[config.mk]
export PLATFORM = sky130hd
export DESIGN_NAME = sha256_hash
export DESIGN_NICKNAME = d
export VERILOG_FILES = /design/src/rtl/sha_pkg.sv /design/src/rtl/sha_front.sv /design/src/rtl/sha_queue.sv /design/src/rtl/sha_back.sv /design/src/rtl/sha256_hash.sv
export SDC_FILE = /design/constraint.sdc
export NUM_CORES = 2
export LEC_CHECK = 0
export BUFFER_PORTS_ARGS = -buffer_cell sky130_fd_sc_hd__buf_2
export CAP_MARGIN = 10
export CORE_MARGIN = 3
export CORE_UTILIZATION = 59
export DETAILED_ROUTE_END_ITERATION = 12
export PLACE_DENSITY = 0.78
export SYNTH_ARGS = -nofsm -noshare
export SYNTH_HDL_FRONTEND = slang
export SYNTH_SLANG_ARGS = --single-unit
[constraint.sdc]
create_clock -name clk -period 12.11 [get_ports clk]
set_input_delay 1.211 -clock clk [delete_from_list [all_inputs] [get_ports clk]]
set_output_delay 1.211 -clock clk [all_outputs]
set_load 0.03 [all_outputs]
[src/rtl/sha_pkg.sv]
// Shared types, constants and functions of the SHA-256 hasher.
// Depends on nothing; used by every module of the hasher.
package sha_pkg;

	// One input word: a byte with its flags.
	typedef struct packed {
		logic [7:0] msg_byte;
		logic       no_data;
		logic       end_of_message;
	} in_word_t;

	// One result word: a digest word with its position.
	typedef struct packed {
		logic [31:0] digest_word;
		logic [2:0]  word_index;
		logic        last_word;
	} out_word_t;

	// Entry of the queue between front and back.
	typedef struct packed {
		logic [7:0] data;
		logic       is_len;
	} byte_cmd_t;

	localparam int unsigned QDepth = 4;
	localparam int unsigned QAw    = 2;

	typedef enum logic [2:0] {
		FR_IDLE,
		FR_PAD80,
		FR_ZERO,
		FR_LEN,
		FR_WAIT
	} front_state_t;

	typedef enum logic [1:0] {
		BK_FILL,
		BK_ROUND,
		BK_ADD,
		BK_OUT
	} back_state_t;

	localparam logic [7:0] PadByte = 8'b1000_0000;
	localparam logic [5:0] LenPos  = 6'd56;

	localparam logic [31:0] INIT_H [8] = '{
		32'h6a09e667, 32'hbb67ae85, 32'h3c6ef372, 32'ha54ff53a,
		32'h510e527f, 32'h9b05688c, 32'h1f83d9ab, 32'h5be0cd19
	};

	localparam logic [31:0] ROUND_K [64] = '{
		32'h428a2f98, 32'h71374491, 32'hb5c0fbcf, 32'he9b5dba5,
		32'h3956c25b, 32'h59f111f1, 32'h923f82a4, 32'hab1c5ed5,
		32'hd807aa98, 32'h12835b01, 32'h243185be, 32'h550c7dc3,
		32'h72be5d74, 32'h80deb1fe, 32'h9bdc06a7, 32'hc19bf174,
		32'he49b69c1, 32'hefbe4786, 32'h0fc19dc6, 32'h240ca1cc,
		32'h2de92c6f, 32'h4a7484aa, 32'h5cb0a9dc, 32'h76f988da,
		32'h983e5152, 32'ha831c66d, 32'hb00327c8, 32'hbf597fc7,
		32'hc6e00bf3, 32'hd5a79147, 32'h06ca6351, 32'h14292967,
		32'h27b70a85, 32'h2e1b2138, 32'h4d2c6dfc, 32'h53380d13,
		32'h650a7354, 32'h766a0abb, 32'h81c2c92e, 32'h92722c85,
		32'ha2bfe8a1, 32'ha81a664b, 32'hc24b8b70, 32'hc76c51a3,
		32'hd192e819, 32'hd6990624, 32'hf40e3585, 32'h106aa070,
		32'h19a4c116, 32'h1e376c08, 32'h2748774c, 32'h34b0bcb5,
		32'h391c0cb3, 32'h4ed8aa4a, 32'h5b9cca4f, 32'h682e6ff3,
		32'h748f82ee, 32'h78a5636f, 32'h84c87814, 32'h8cc70208,
		32'h90befffa, 32'ha4506ceb, 32'hbef9a3f7, 32'hc67178f2
	};

	function automatic logic [31:0] rotr(input logic [31:0] x, input int unsigned n);
		rotr = (x >> n) | (x << (32 - n));
	endfunction

endpackage

[src/rtl/sha_front.sv]
// Front part: takes message words, counts bits and emits the padded byte stream.
// Depends on sha_pkg.
module sha_front (
	input  logic                clk,
	input  logic                arst_n,
	input  logic                push,
	output logic                full,
	input  sha_pkg::in_word_t   in_word,
	output logic                q_push,
	input  logic                q_full,
	output sha_pkg::byte_cmd_t  q_data,
	input  logic                done
);

	sha_pkg::front_state_t state_q, state_d;
	logic [63:0] bit_count_q;
	logic [5:0]  pos_q;
	logic [2:0]  len_idx_q;
	logic        acc;
	logic        emit;

	// State register and counters.
	always_ff @(posedge clk or negedge arst_n) begin
		if (!arst_n) begin
			state_q     <= sha_pkg::FR_IDLE;
			bit_count_q <= '0;
			pos_q       <= '0;
			len_idx_q   <= '0;
		end else begin
			state_q <= state_d;
			if (acc && !in_word.no_data)
				bit_count_q <= bit_count_q + 64'd8;
			if (emit)
				pos_q <= pos_q + 6'd1;
			if (state_q == sha_pkg::FR_LEN && emit)
				len_idx_q <= len_idx_q + 3'd1;
			if (state_q == sha_pkg::FR_WAIT && done) begin
				bit_count_q <= '0;
				len_idx_q   <= '0;
			end
		end
	end

	// Next state and byte output.
	always_comb begin
		state_d = state_q;
		acc     = 1'b0;
		emit    = 1'b0;
		full    = 1'b1;
		q_push  = 1'b0;
		q_data  = '0;
		unique case (state_q)
			sha_pkg::FR_IDLE: begin
				full = q_full;
				acc  = push && !q_full;
				if (acc) begin
					q_push = !in_word.no_data;
					emit   = q_push;
					q_data.data = in_word.msg_byte;
					if (in_word.end_of_message)
						state_d = sha_pkg::FR_PAD80;
				end
			end
			sha_pkg::FR_PAD80: begin
				q_push = !q_full;
				emit   = q_push;
				q_data.data = sha_pkg::PadByte;
				if (emit)
					state_d = (pos_q + 6'd1 == sha_pkg::LenPos) ?
						sha_pkg::FR_LEN : sha_pkg::FR_ZERO;
			end
			sha_pkg::FR_ZERO: begin
				q_push = !q_full;
				emit   = q_push;
				if (emit && pos_q + 6'd1 == sha_pkg::LenPos)
					state_d = sha_pkg::FR_LEN;
			end
			sha_pkg::FR_LEN: begin
				q_push = !q_full;
				emit   = q_push;
				q_data.data = bit_count_q[63 - 8*len_idx_q -: 8];
				q_data.is_len = (len_idx_q == 3'd7);
				if (emit && len_idx_q == 3'd7)
					state_d = sha_pkg::FR_WAIT;
			end
			sha_pkg::FR_WAIT: begin
				if (done)
					state_d = sha_pkg::FR_IDLE;
			end
			default: state_d = sha_pkg::FR_IDLE;
		endcase
	end

endmodule

[src/rtl/sha_queue.sv]
// Short queue of padded bytes between front and back.
// Depends on sha_pkg.
module sha_queue (
	input  logic               clk,
	input  logic               arst_n,
	input  logic               wr,
	input  sha_pkg::byte_cmd_t wdata,
	output logic               qfull,
	input  logic               rd,
	output logic               qempty,
	output sha_pkg::byte_cmd_t rdata
);

	sha_pkg::byte_cmd_t mem_q [sha_pkg::QDepth];
	logic [sha_pkg::QAw:0] wp_q, rp_q;

	assign qempty = (wp_q == rp_q);
	assign qfull  = (wp_q[sha_pkg::QAw] != rp_q[sha_pkg::QAw]) &&
		(wp_q[sha_pkg::QAw-1:0] == rp_q[sha_pkg::QAw-1:0]);
	assign rdata  = mem_q[rp_q[sha_pkg::QAw-1:0]];

	// Entry storage.
	always_ff @(posedge clk) begin
		if (wr && !qfull)
			mem_q[wp_q[sha_pkg::QAw-1:0]] <= wdata;
	end

	// Pointers.
	always_ff @(posedge clk or negedge arst_n) begin
		if (!arst_n) begin
			wp_q <= '0;
			rp_q <= '0;
		end else begin
			if (wr && !qfull)
				wp_q <= wp_q + 1'b1;
			if (rd && !qempty)
				rp_q <= rp_q + 1'b1;
		end
	end

endmodule

[src/rtl/sha_back.sv]
// Back part: packs bytes into a block, runs 64 rounds and hands out the digest.
// Depends on sha_pkg.
module sha_back (
	input  logic               clk,
	input  logic               arst_n,
	input  logic               qempty,
	input  sha_pkg::byte_cmd_t qdata,
	output logic               qpop,
	output logic               empty,
	input  logic               pop,
	output sha_pkg::out_word_t out_word,
	output logic               done
);

	sha_pkg::back_state_t state_q, state_d;
	logic [31:0] h_q [8];
	logic [31:0] v_q [8];
	logic [31:0] w_q [16];
	logic [5:0]  pos_q;
	logic [5:0]  rnd_q;
	logic [2:0]  oidx_q;
	logic        final_q;
	logic [31:0] wt, s0w, s1w, s0, s1, ch, mj, t1, t2;
	logic [3:0]  r4;

	assign r4 = rnd_q[3:0];

	// Message word and round terms of the current round, from the sliding schedule window.
	always_comb begin
		s0w = sha_pkg::rotr(w_q[r4 + 4'd1], 7) ^ sha_pkg::rotr(w_q[r4 + 4'd1], 18) ^
			(w_q[r4 + 4'd1] >> 3);
		s1w = sha_pkg::rotr(w_q[r4 + 4'd14], 17) ^ sha_pkg::rotr(w_q[r4 + 4'd14], 19) ^
			(w_q[r4 + 4'd14] >> 10);
		wt  = (rnd_q < 6'd16) ? w_q[r4] : w_q[r4] + s0w + w_q[r4 + 4'd9] + s1w;
		s1  = sha_pkg::rotr(v_q[4], 6) ^ sha_pkg::rotr(v_q[4], 11) ^ sha_pkg::rotr(v_q[4], 25);
		ch  = (v_q[4] & v_q[5]) ^ (~v_q[4] & v_q[6]);
		t1  = v_q[7] + s1 + ch + sha_pkg::ROUND_K[rnd_q] + wt;
		s0  = sha_pkg::rotr(v_q[0], 2) ^ sha_pkg::rotr(v_q[0], 13) ^ sha_pkg::rotr(v_q[0], 22);
		mj  = (v_q[0] & v_q[1]) ^ (v_q[0] & v_q[2]) ^ (v_q[1] & v_q[2]);
		t2  = s0 + mj;
	end

	// Next state and control outputs.
	always_comb begin
		state_d = state_q;
		qpop    = 1'b0;
		empty   = 1'b1;
		done    = 1'b0;
		unique case (state_q)
			sha_pkg::BK_FILL: begin
				qpop = !qempty;
				if (qpop && pos_q == 6'd63)
					state_d = sha_pkg::BK_ROUND;
			end
			sha_pkg::BK_ROUND: begin
				if (rnd_q == 6'd63)
					state_d = sha_pkg::BK_ADD;
			end
			sha_pkg::BK_ADD: state_d = final_q ? sha_pkg::BK_OUT : sha_pkg::BK_FILL;
			sha_pkg::BK_OUT: begin
				empty = 1'b0;
				if (pop && oidx_q == 3'd7) begin
					state_d = sha_pkg::BK_FILL;
					done    = 1'b1;
				end
			end
			default: state_d = sha_pkg::BK_FILL;
		endcase
	end

	assign out_word.digest_word = h_q[oidx_q];
	assign out_word.word_index  = oidx_q;
	assign out_word.last_word   = (oidx_q == 3'd7);

	// Block window: bytes are written by position during fill, rounds overwrite in place.
	always_ff @(posedge clk) begin
		if (state_q == sha_pkg::BK_FILL && qpop)
			w_q[pos_q[5:2]][31 - 8*pos_q[1:0] -: 8] <= qdata.data;
		if (state_q == sha_pkg::BK_ROUND)
			w_q[r4] <= wt;
	end

	// Chaining, working variables and counters.
	always_ff @(posedge clk or negedge arst_n) begin
		if (!arst_n) begin
			state_q <= sha_pkg::BK_FILL;
			pos_q   <= '0;
			rnd_q   <= '0;
			oidx_q  <= '0;
			final_q <= 1'b0;
			for (int i = 0; i < 8; i++) begin
				h_q[i] <= sha_pkg::INIT_H[i];
				v_q[i] <= '0;
			end
		end else begin
			state_q <= state_d;
			unique case (state_q)
				sha_pkg::BK_FILL: begin
					if (qpop) begin
						pos_q <= pos_q + 6'd1;
						if (pos_q == 6'd63) begin
							final_q <= qdata.is_len;
							for (int i = 0; i < 8; i++)
								v_q[i] <= h_q[i];
						end
					end
				end
				sha_pkg::BK_ROUND: begin
					rnd_q <= rnd_q + 6'd1;
					v_q[7] <= v_q[6];
					v_q[6] <= v_q[5];
					v_q[5] <= v_q[4];
					v_q[4] <= v_q[3] + t1;
					v_q[3] <= v_q[2];
					v_q[2] <= v_q[1];
					v_q[1] <= v_q[0];
					v_q[0] <= t1 + t2;
				end
				sha_pkg::BK_ADD: begin
					for (int i = 0; i < 8; i++)
						h_q[i] <= h_q[i] + v_q[i];
				end
				sha_pkg::BK_OUT: begin
					if (pop) begin
						oidx_q <= oidx_q + 3'd1;
						if (oidx_q == 3'd7) begin
							final_q <= 1'b0;
							for (int i = 0; i < 8; i++)
								h_q[i] <= sha_pkg::INIT_H[i];
						end
					end
				end
				default: ;
			endcase
		end
	end

endmodule

[src/rtl/sha256_hash.sv]
// Channel | handshake   | payload
// input   | push / full | in_word  (msg_byte, no_data, end_of_message)
// result  | pop / empty | out_word (digest_word, word_index, last_word)
// The front passes each data byte to the byte queue; each 64-byte block is
// filled, run through its rounds and added in the back, which pops no bytes
// until the add is done, as there is a single round unit. Padding adds up to
// 72 bytes. Eight result words follow the last block. Reset is asynchronous
// and loads the initial hash values; full rises while the byte queue is full
// or the message tail is being padded, hashed and read out.
module sha256_hash (
	input  logic               clk,
	input  logic               arst_n,
	input  logic               push,
	output logic               full,
	input  sha_pkg::in_word_t  in_word,
	output logic               empty,
	input  logic               pop,
	output sha_pkg::out_word_t out_word
);

	logic               q_push, q_full, q_pop, q_empty, done;
	sha_pkg::byte_cmd_t q_wdata, q_rdata;

	sha_front u_front (
		.clk, .arst_n, .push, .full, .in_word,
		.q_push, .q_full, .q_data(q_wdata), .done
	);

	sha_queue u_queue (
		.clk, .arst_n, .wr(q_push), .wdata(q_wdata), .qfull(q_full),
		.rd(q_pop), .qempty(q_empty), .rdata(q_rdata)
	);

	sha_back u_back (
		.clk, .arst_n, .qempty(q_empty), .qdata(q_rdata), .qpop(q_pop),
		.empty, .pop, .out_word, .done
	);

endmodule

==> flow_summary.yaml <==
outcome:
  status: "completed"
finish:
  mostFrequentLayoutCells: "888 x nand2_1, 676 x nor2_1, 548 x edfxtp_1, 504 x mux4_2, 504 x a21oi_1"
  fin_cells: 10300
  fill_cells: 11000
  layout_commonest_cell: "nand2_1"
  final_nets: 8863
  synthToLayoutAreaGrowth_pct: 9.36
  drive_above_1_share: 0.161
routing:
  vias: 72800
  drc: 0
  ant_nets: 0
  routed_via_density: 7.10
  post_drt_wl_per_cell_um: 30.1
  wl_um: 308000
  drt_pass1_iterations: 10
  drt_iter0_drc: 9982
yosys:
  yosysUniqueCellTypes: 95
  syn_inst: 8250
  yosys_warnings: 0
  yosysSeqAreaShare: 0.369
  syn-cell-area_um2: 86300
  yosys_register_bits: 1157
  async_reset_ff_frac: 0.526
  syn_area_per_cell_um2: 10.5
  synth-edff-count: 548
  synth_top_flop_cell: "edfxtp_1"
  syn_nets: 8871
floorplan:
  core_area_um2: 144000
  initial_core_util: 0.598
  die_area_um2: 151000
  die_x_um: 388
  io_pins: 52
  die_y_um: 388
  placementRows: 139
global_route:
  antenna_found_initial: 5
  grt_pass1_vias: 69900
  grt_use_total: 0.404
  grt_pass1_wl_um: 457000
  grt_overflow_total: 0
  grt_max_degree: 153
worst_setup_path:
  cp.depth: 48
  cp_top_family: "compound AO/OA/AOI/OAI gates"
  crit_type: "reg2reg"
  crit_arrival_ns: 12.35
  max_stage_delay_ns: 0.66
  r2r-start: "u_back.rnd_q[3]"
  cp_num_buf_inv: 12
  r2r_cells: 48
  endpoint_kind: "flop"
  ff2ff_setup_slack_ns: 0.39
  cp.required_ns: 12.74
  cpMostUsedCell: "buf_4"
  cp-start-kind: "flop"
  slowest_stage: "mux4_2"
  critPathMaxFanout: 18
  r2r-end: "u_back.v_q[252]"
timing:
  relSlewSlack: 0.0851
  worstMarginPinSlew_ns: 1.37
  drv_slew: 0
  period_share: 0.968
  finalSetupViolCount: 0
  period_needed_ns: 11.72
  finClkSkew_ns: 0.0406
  hold_violations: 0
  fin_ws_ns: 0.385
  timing.hold.ws_ns: 0.488
  fmax_mhz: 85.3
worst_hold_path:
  hold_end: "u_front.pos_q[5]"
  min_path_cells: 1
  hold_path.class: "reg2reg"
  hold_start: "u_front.pos_q[5]"
placed_design:
  place.gp.congestion: 1.03
  io_buffers: 51
  placed_cells: 9977
  hpwl_um: 222000
  dp_slack_ns: 0.231
run:
  cap_viol_max_count: 0
cts:
  clkSlewWorstSetupHoldPaths_ns: 0.07
  htree_levels: 4
  clock_sinks: 1157
  clk_path_buf_depth: 3
  clk_latency_ns: 0.80
  cts_tree: "yes"
  cts_buffers: 131
  cts-root-buf: "clkbuf_16"
-- layout make-up --
class	count	area (um^2)	area share
tap	1903	2380	0.0252
sequential	1157	31900	0.338
antenna	3	7.51	0.0000795
clock inverter	65	684	0.00725
timing repair buffer	355	2980	0.0315
inverter	409	1540	0.0163
multi-input combinational	6188	51200	0.543
clock buffer	178	3660	0.0388
-- worst max-delay path by stage --
stage                            to             from  slack, ns
finish              u_back.v_q[252]  u_back.rnd_q[3]       0.39
global route        u_back.v_q[255]  u_back.rnd_q[0]      -0.02
CTS                 u_back.v_q[253]  u_back.rnd_q[1]       0.16
detailed placement  u_back.v_q[253]  u_back.rnd_q[0]       0.23
global placement    u_back.v_q[253]  u_back.rnd_q[0]       0.35
floorplan           u_back.v_q[253]  u_back.rnd_q[1]       0.13
-- metrics by stage --
step | area, um^2 | TNS [ns] | utilization
2_1_floorplan | 86300 | 0 | -
3_3_place_gp | 89400 | 0 | 0.619
3_5_place_dp | 89400 | 0 | 0.619
4_1_cts | 93800 | 0 | 0.649
5_1_grt | 94400 | -0.0236 | 0.654
6_report | 94400 | 0 | 0.654
-- repair_timing --
| action | in CTS | in global routing |
|---|---|---|
| hold buffers | 0 | 0 |
| endpoints found under the setup margin | 0 | 13 |
| gates resized for setup | 0 | 49 |
| setup buffers | 0 | 24 |
-- flip-flops by register name (all words and copies together) (netlist names), 6 cells and up --
register / flops
u_back.w_q: 512
u_back.pos_q: 6
u_front.pos_q: 6
u_back.v_q: 256
u_back.rnd_q: 6
u_front.bit_count_q: 61
u_back.h_q: 256
u_queue.mem_q: 36
-- synthesized netlist by cell type, types with 19 or more instances --
| master | n | area share |
|---|---|---|
| o21a_1 | 51 | 0.0044 |
| buf_2 | 31 | 0.0018 |
| xor2_1 | 283 | 0.029 |
| or2_2 | 24 | 0.0017 |
| a211oi_1 | 37 | 0.0032 |
| a21oi_1 | 509 | 0.030 |
| dfstp_2 | 136 | 0.041 |
| nand3_1 | 141 | 0.0082 |
| o22ai_1 | 45 | 0.0033 |
| inv_1 | 403 | 0.018 |
| nor2b_1 | 50 | 0.0036 |
| o211ai_1 | 30 | 0.0026 |
| and3_1 | 44 | 0.0032 |
| buf_1 | 56 | 0.0024 |
| nand2_1 | 890 | 0.039 |
| a21o_1 | 230 | 0.020 |
| or3_1 | 50 | 0.0036 |
| a31oi_1 | 256 | 0.019 |
| a221oi_1 | 29 | 0.0029 |
| o31ai_1 | 49 | 0.0043 |
| a311oi_1 | 19 | 0.0019 |
| dfrtp_1 | 473 | 0.14 |
| nand2b_1 | 47 | 0.0034 |
| o22a_1 | 33 | 0.0033 |
| mux2i_1 | 177 | 0.021 |
| clkbuf_1 | 398 | 0.017 |
| ha_1 | 412 | 0.060 |
| xnor2_1 | 335 | 0.034 |
| fa_1 | 195 | 0.045 |
| nand4_1 | 31 | 0.0022 |
| nor2_1 | 681 | 0.030 |
| mux4_2 | 504 | 0.13 |
| edfxtp_1 | 548 | 0.19 |
| o221ai_1 | 53 | 0.0054 |
| o21bai_1 | 49 | 0.0043 |
| mux2_2 | 43 | 0.0056 |
| nor3_1 | 134 | 0.0078 |
| o21ai_0 | 435 | 0.025 |
| a21boi_0 | 23 | 0.0020 |
-- routing by layer --
layer	track usage	share of wire	vias to the layer above
met5	0	0.00012	-
met4	0.198	0.060	4
met3	0.117	0.13	1031
met2	0.603	0.44	5374
met1	0.543	0.37	35900
li1	-	-	30500
-- kinds of logic after synthesis --
group	Yosys count	synth area share
AOI/OAI and AO/OA	2034	0.150
xor gates and xnor gates	621	0.0635
adders and majority gates	611	0.105
buffers and inverters	905	0.0406
DFF	1157	0.369
muxes	732	0.160
and+or+nand+nor	2190	0.111
Power is left out: the tool's default activity adds up to more than one toggle a clock period on the data nets, which glitch-free logic cannot reach.
